`src/rtl/core/lpht_pkg.sv`:
```
// ---------------------------------------------------------------------------
// lpht_pkg
// shared codes and widths of the linear-probing hash table
// ---------------------------------------------------------------------------
package lpht_pkg;

    localparam int unsigned KEY_W  = 64;
    localparam int unsigned LEN_W  = 4;
    localparam int unsigned HASH_W = 32;
    localparam int unsigned FUNC_W = 3;
    localparam int unsigned STAT_W = 3;
    localparam int unsigned SLOT_W = 11;
    localparam int unsigned SOUT_W = 10;
    localparam int unsigned LIVE_W = 11;

    // commands
    localparam logic [FUNC_W-1:0] FN_LOOKUP = 3'd0;
    localparam logic [FUNC_W-1:0] FN_INSERT = 3'd1;
    localparam logic [FUNC_W-1:0] FN_DELETE = 3'd2;
    localparam logic [FUNC_W-1:0] FN_ERASE  = 3'd3;
    localparam logic [FUNC_W-1:0] FN_NEXT   = 3'd4;

    // result status
    localparam logic [STAT_W-1:0] ST_FOUND    = 3'd0;
    localparam logic [STAT_W-1:0] ST_INSERTED = 3'd1;
    localparam logic [STAT_W-1:0] ST_ABSENT   = 3'd2;
    localparam logic [STAT_W-1:0] ST_NOROOM   = 3'd3;
    localparam logic [STAT_W-1:0] ST_DONE     = 3'd4;
    localparam logic [STAT_W-1:0] ST_END      = 3'd5;
    localparam logic [STAT_W-1:0] ST_BADSLOT  = 3'd6;

    // slot marks
    localparam logic [1:0] MARK_EMPTY = 2'd0;
    localparam logic [1:0] MARK_LIVE  = 2'd1;
    localparam logic [1:0] MARK_TOMB  = 2'd2;

    typedef logic [HASH_W-1:0] t_hash;

endpackage

```
`src/rtl/core/lpht_hash.sv`:
```
// ---------------------------------------------------------------------------
// lpht_hash
// one-at-a-time key hash, one byte per cycle, then a closing step
// ---------------------------------------------------------------------------
module lpht_hash
    import lpht_pkg::*;
(
    input  logic             i_clk,
    input  logic             i_rst_n,
    input  logic             i_start,
    input  logic [KEY_W-1:0] i_key,
    input  logic [LEN_W-1:0] i_len,
    output logic             o_done,
    output t_hash            o_hash
);

    function automatic t_hash f_step(input t_hash h, input logic [7:0] b);
        t_hash x;
        x = h + {24'd0, b};
        x = x + (x << 10);
        x = x ^ (x >> 6);
        return x;
    endfunction

    function automatic t_hash f_fin(input t_hash h);
        t_hash x;
        x = h + (h << 3);
        x = x ^ (x >> 11);
        x = x + (x << 15);
        return x;
    endfunction

    logic             r_busy;
    logic             r_done;
    t_hash            r_h;
    logic [KEY_W-1:0] r_key;
    logic [LEN_W-1:0] r_len;
    logic [LEN_W-1:0] r_cnt;

    always_ff @(posedge i_clk) begin
        if (!i_rst_n) begin
            r_busy <= 1'b0;
            r_done <= 1'b0;
        end else begin
            r_done <= 1'b0;
            if (i_start) begin
                r_busy <= 1'b1;
                r_h    <= '0;
                r_key  <= i_key;
                r_len  <= i_len;
                r_cnt  <= '0;
            end else if (r_busy) begin
                if (r_cnt != r_len) begin
                    r_h   <= f_step(r_h, r_key[7:0]);
                    r_key <= r_key >> 8;
                    r_cnt <= r_cnt + 1'b1;
                end else begin
                    r_h    <= f_fin(r_h);
                    r_busy <= 1'b0;
                    r_done <= 1'b1;
                end
            end
        end
    end

    assign o_done = r_done;
    assign o_hash = r_h;

endmodule

```
`config.mk`:
```
export PLATFORM = sky130hd
export DESIGN_NAME = lpht_hash
export DESIGN_NICKNAME = d
export VERILOG_FILES = /design/src/rtl/core/lpht_pkg.sv /design/src/rtl/core/lpht_hash.sv
export SDC_FILE = /design/constraint.sdc
export NUM_CORES = 1
export LEC_CHECK = 0
export BUFFER_PORTS_ARGS = -buffer_cell sky130_fd_sc_hd__buf_4
export CAP_MARGIN = 10
export CORE_MARGIN = 2
export CORE_UTILIZATION = 55
export DETAILED_ROUTE_END_ITERATION = 12
export PLACE_DENSITY = 0.76
export SYNTH_ARGS = -nofsm -noshare
export SYNTH_HDL_FRONTEND = slang
export SYNTH_SLANG_ARGS = --single-unit
```
`constraint.sdc`:
```
create_clock -name i_clk -period 6.9 [get_ports i_clk]
set_clock_uncertainty 0.2 [all_clocks]
set_input_delay 1.035 -clock i_clk [delete_from_list [all_inputs] [get_ports i_clk]]
set_output_delay 1.035 -clock i_clk [all_outputs]
set_load 0.02 [all_outputs]
```
==> impl_metrics.tcl, run 1 <==
set metrics [dict create \
    status "finished, final reports clean" \
    rows 46 \
    crit_path_start_kind "flop" \
    ant_nets 0 \
    grt_max_degree 65 \
    netlist_area_mm2 0.00883 \
    clkSinkCount 106 \
    synth_top_family_by_area "compound AO/OA/AOI/OAI gates" \
    io_buffers 103 \
    pre_cts_ws_ns 0.732 \
    diodes 0 \
    drtPass1Iterations 5 \
    nets 1099 \
    rsz0062_at_grt "false" \
    synth_area_leaders "edfxtp_1 35%, ha_1 10%, xnor2_1 9.8%" \
    grt_pass1_wl_mm 35.5 \
    worstSetupEndpointType "flop" \
    avgSynthCellArea_um2 10.3 \
    synth-xor-area-share_pct 14.1 \
    synth_fp_nets 1002 \
    finalHoldViolations 0 \
    tns_ns 0 \
    cts_tree "built" \
    crit_fanout 7 \
    ys_async_sr_fraction_pct 0 \
    synth.top_cell.area_share_pct 35.4 \
    vias 7005 \
    fin_crit_ns 6.26 \
    ys_ff_latch 106 \
    die_x_um 131 \
    worst_path_largest_cell_delay_ns 0.68 \
    synth-adder-area-share_pct 11.2 \
    synth_mux_area_share_pct 7.42 \
    synth_edf_count 104 \
    post_cts_resized 0 \
    layout-drive-gt1-share_pct 22.0 \
    path_clk_slew_ns 0.07 \
    grt_util_all_layers_pct 27.2 \
    start_util_pct 56.0 \
    setup_viol 0 \
    yosysMostFrequentCell "edfxtp_1" \
    cts-root-buf "clkbuf_16" \
    min_period_over_period_pct 90.7 \
    worst_pin_slew_ns 0.803 \
    antenna_found_initial 0 \
    boundaryPins 104 \
    dieHeight_um 131 \
    cts_buffer_depth 2 \
    overflow 0 \
    dp.cells 1156 \
    viasPerCell 5.98 \
    ys_seq_area_share_pct 35.8 \
    routed_wirelength_mm 22.8 \
    hp-class "flop to flop" \
    synth-main-ff-cell "edfxtp_1" \
    cpMaxStageDelayCell "a21oi_1" \
    crit_chain "ha_1 > inv_1 > fa_1 > nor2b_1 > o21ai_0 > a21boi_0 > o21ai_0 > a21boi_0 > o21ai_0 > a21oi_1 > nand3_1 > xnor2_1 > ha_1 > nor2b_1 > nor4_1 > nor2_1 > a21oi_1 > o31ai_2 > a21o_1 > a211o_2 > xnor2_1 > a211oi_2" \
    clock.fmax_mhz 160 \
    cap_violations 0 \
    synth_top_cell_by_area "edfxtp_1" \
    instances_no_fill 1172 \
    gp_congestion 0.950 \
    numCtsBuffers 9 \
    hpwl_mm 17.7 \
    slew_violations 0 \
    timing.critical_path.mode_cell "o21ai_0" \
    dieArea_mm2 0.0171 \
    synth.distinct_cells 77 \
    synth_compound_area_share_pct 15.3 \
    final_core_util_pct 64.0 \
    area_growth_pct 14.3 \
    critPathRequiredTime_ns 6.77 \
    max-slew-margin-rel_pct 46.5 \
    clock_latency_ns 0.35 \
    ctsHoldBuffers 0 \
    synth-simple-area-share_pct 13.4 \
    wire_per_inst_um 19.5 \
    first_iter_violations 535 \
    grt_pass1_vias 6654 \
    syn_inst 854 \
    critical_path_class "flop to flop" \
    yosys_warnings 0 \
    cts_max_level 3 \
    route.detailed.drc 0 \
    core_mm2 0.0158 \
    cts_setup_buffers 0 \
    fin_ws_ns 0.644 \
    worst_ep_arrival_time_ns 6.13 \
    ys_top_cells_by_count "104 x edfxtp_1, 99 x xnor2_1, 73 x ha_1" \
]
[critical path: cells and delay by family (launching register included)]
kind                     cells  cell delay (ns)
AO/OA/AOI/OAI               11             2.57
adder cells (fa/ha/maj)      3             1.00
AND/OR/NAND/NOR              5             1.00
XOR/XNOR                     2             0.68
flip-flops                   1             0.43
buffers and inverters        1             0.07
[metrics by stage]
step | instance area (um2) | hold WS [ns]
final | 10100 | 0.248
after global routing | 10100 | 0.283
after CTS | 10100 | 0.245
after detailed placement | 9790 | 0.234
after global placement | 9790 | 0.225
after floorplan | 8830 | 0.215
[final cells by class]
cell class	instances	area, um2
Clock buffer	10	229
Sequential cell	106	3160
Clock inverter	6	83.8
Multi-Input combinational cell	698	5430
Fill cell	1341	5670
Timing Repair Buffer	109	818
Inverter	27	101
Tap cell	216	270
[final timing paths]
kind,to,from,depth (start not counted),slack (ns)
max,o_hash[25],o_hash[0],22,0.64
min,o_done,r_busy,2,0.25
max reg2reg,o_hash[25],o_hash[0],22,0.64
min reg2reg,o_done,r_busy,2,0.25
[per-layer routing]
metal | part of all wire [%] | wire (um) | track usage, % | vias to the layer above
met5 | 0 | 0 | 0 | -
met1 | 43 | 9800 | 38.8 | 3261
met2 | 46 | 10600 | 41.6 | 305
met3 | 7.7 | 1750 | 4.72 | 51
li1 | - | - | - | 3388
met4 | 3.1 | 712 | 10.5 | 0
[cell families after synthesis]
kind of cell | count (synthesis)
AND/OR/NAND/NOR | 227
AO/OA/AOI/OAI | 197
XOR/XNOR | 139
flip-flops | 106
adder cells (fa/ha/maj) | 77
multiplexers | 58
buffers and inverters | 50
[cells in the final DEF (no fill, tap or decap), types with 15 or more instances in the layout]
cell,count
a211oi_1,25
a21o_1,22
a21oi_1,65
buf_4,109
edfxtp_1,104
ha_1,73
inv_1,27
mux2_2,56
nand2_1,41
nand3_1,27
nor2_1,63
nor3_1,15
o21ai_0,20
xnor2_1,99
xor2_1,38
[sequential cells by signal (all words and copies together), names as in the netlist]
| name | cells |
|---|---|
| o_done | 1 |
| r_cnt | 4 |
| r_key | 64 |
| r_len | 4 |
| o_hash | 32 |
| r_busy | 1 |
Power of run 1 is not shown: default switching activity piles up to over one toggle a cycle in this logic, so the estimate is an artifact.
==> run 2, diff against run 1 <==
Settings changed: CAP_MARGIN 10 to unset, CORE_MARGIN 2 to 3.
==> run 2 against run 1 <==
- setup slack worse by 0.029 ns
- flip-flop and latch count unchanged
- design area down 0.41%
- core utilization up 0.92 points
- highest routed layer unchanged
- critical endpoint unchanged
- via count up 1.1%
==> impl_metrics.tcl, run 2 (synthesized netlist as in run 1, its figures left out) <==
set metrics [dict create \
    status "finished, final reports clean" \
    largest_register_ffs 64 \
    grt_pass1_vias 6837 \
    clock_latency_ns 0.35 \
    mostFrequentLayoutCell "buf_4" \
    drt-met1-wl_mm 9.93 \
    met2WireLength_mm 10.8 \
    wire_per_inst_um 19.9 \
    io_buffers 103 \
    cts_setup_buffers 0 \
    hp-class "flop to flop" \
    dpl_cell_area_mm2 0.00977 \
    dieArea_mm2 0.0176 \
    hpwl_mm 18.2 \
    clkSinkCount 106 \
    layout_common_cells "108 x buf_4, 104 x edfxtp_1, 99 x xnor2_1, 73 x ha_1, 65 x a21oi_1" \
    area_growth_pct 13.9 \
    cts-root-buf "clkbuf_16" \
    overflow 0 \
    dp.cells 1150 \
    viasPerCell 6.07 \
    r2r-end "o_hash[25]" \
    ant_nets 0 \
    vias 7082 \
    wl_met3_mm 1.94 \
    fin_crit_ns 6.29 \
    rows 45 \
    route.detailed.drc 0 \
    cap_violations 0 \
    max-slew-margin-rel_pct 36.3 \
    setup_viol 0 \
    cts_buffer_depth 2 \
    gp_congestion 1.01 \
    ff2ff_path_depth 23 \
    rsz0062_at_grt "false" \
    finalHoldViolations 0 \
    routed.top_layer "met4" \
    die_x_um 133 \
    numCtsBuffers 9 \
    reg2reg_slack_ns 0.61 \
    antenna_found_initial 0 \
    ctsHoldBuffers 0 \
    post_cts_resized 0 \
    cts_max_level 3 \
    grt_pass1_wl_mm 36.9 \
    start_util_pct 57.1 \
    critPathRequiredTime_ns 6.77 \
    layout-drive-gt1-share_pct 21.9 \
    grt_max_degree 80 \
    tns_ns 0 \
    instances_no_fill 1166 \
    path_clk_slew_ns 0.08 \
    boundaryPins 104 \
    first_iter_violations 636 \
    hold_end "o_done" \
    core_mm2 0.0155 \
    dieHeight_um 133 \
    top_register "r_key" \
    cts_tree "built" \
    drtPass1Iterations 6 \
    crit_fanout 7 \
    slew_violations 0 \
    final_area_mm2 0.0101 \
    min_from "r_busy" \
    routed_wirelength_mm 23.2 \
    diodes 0 \
    nets 1098 \
    worst_ep_arrival_time_ns 6.15 \
    clock.fmax_mhz 159 \
    hold_path_depth 2 \
    grt_util_all_layers_pct 26.5 \
    worstReg2RegStart "o_hash[0]" \
    crit_path_start_kind "flop" \
    worstSetupEndpointType "flop" \
    critical_path_class "flop to flop" \
    min_period_over_period_pct 91.1 \
    worst_pin_slew_ns 0.955 \
]
==> run 2: final cells by class <==
class / count / area, um2
Sequential cell: 106 / 3160
Tap cell: 211 / 264
Fill cell: 1310 / 5430
Timing Repair Buffer: 108 / 811
Inverter: 27 / 101
Multi-Input combinational cell: 698 / 5430
Clock inverter: 6 / 56.3
Clock buffer: 10 / 229
==> run 2: worst max-delay path by stage <==
stage,start,to,slack [ns],cells past startpoint
final,o_hash[0],o_hash[25],0.61,23
after floorplan,o_hash[0],o_hash[25],1.67,23
after global routing,o_hash[0],o_hash[25],0.19,23
after detailed placement,o_hash[0],o_hash[22],0.82,23
after CTS,o_hash[0],o_hash[22],0.76,23
after global placement,o_hash[0],o_hash[25],0.89,23
==> run 2: metal layers <==
layer | up-vias | global-route usage [%]
li1 | 3379 | -
met4 | 0 | 9.01
met3 | 40 | 6.05
met1 | 3375 | 36.8
met5 | - | 0
met2 | 288 | 41.1
==> run 2: critical path: stages, from the launching register on <==
cell      delay (ns)
edfxtp_1        0.46
ha_1            0.26
inv_1           0.07
fa_1            0.40
nor2b_1         0.12
o21ai_0         0.10
a21boi_0        0.24
o21ai_0         0.14
a21boi_0        0.26
o21ai_0         0.18
a21oi_1         0.68
nand2_1         0.15
xnor2_1         0.41
ha_1            0.36
a21oi_1         0.24
o21ai_0         0.13
a311oi_1        0.35
nand2_1         0.09
a21oi_1         0.22
o31ai_2         0.11
a21o_1          0.22
a211o_2         0.32
xnor2_1         0.20
a211oi_2        0.09
==> run 2: per-stage QoR <==
step / hold slack, ns / setup slack (ns) / util [%]
finish: 0.246 / 0.615 / 65.0
detailed placement: 0.238 / 0.821 / 63.1
floorplan: 0.215 / 1.67 / -
CTS: 0.249 / 0.764 / 65.0
global placement: 0.222 / 0.888 / 63.1
global route: 0.279 / 0.194 / 65.0
Power of run 2 is left out for the same reason.
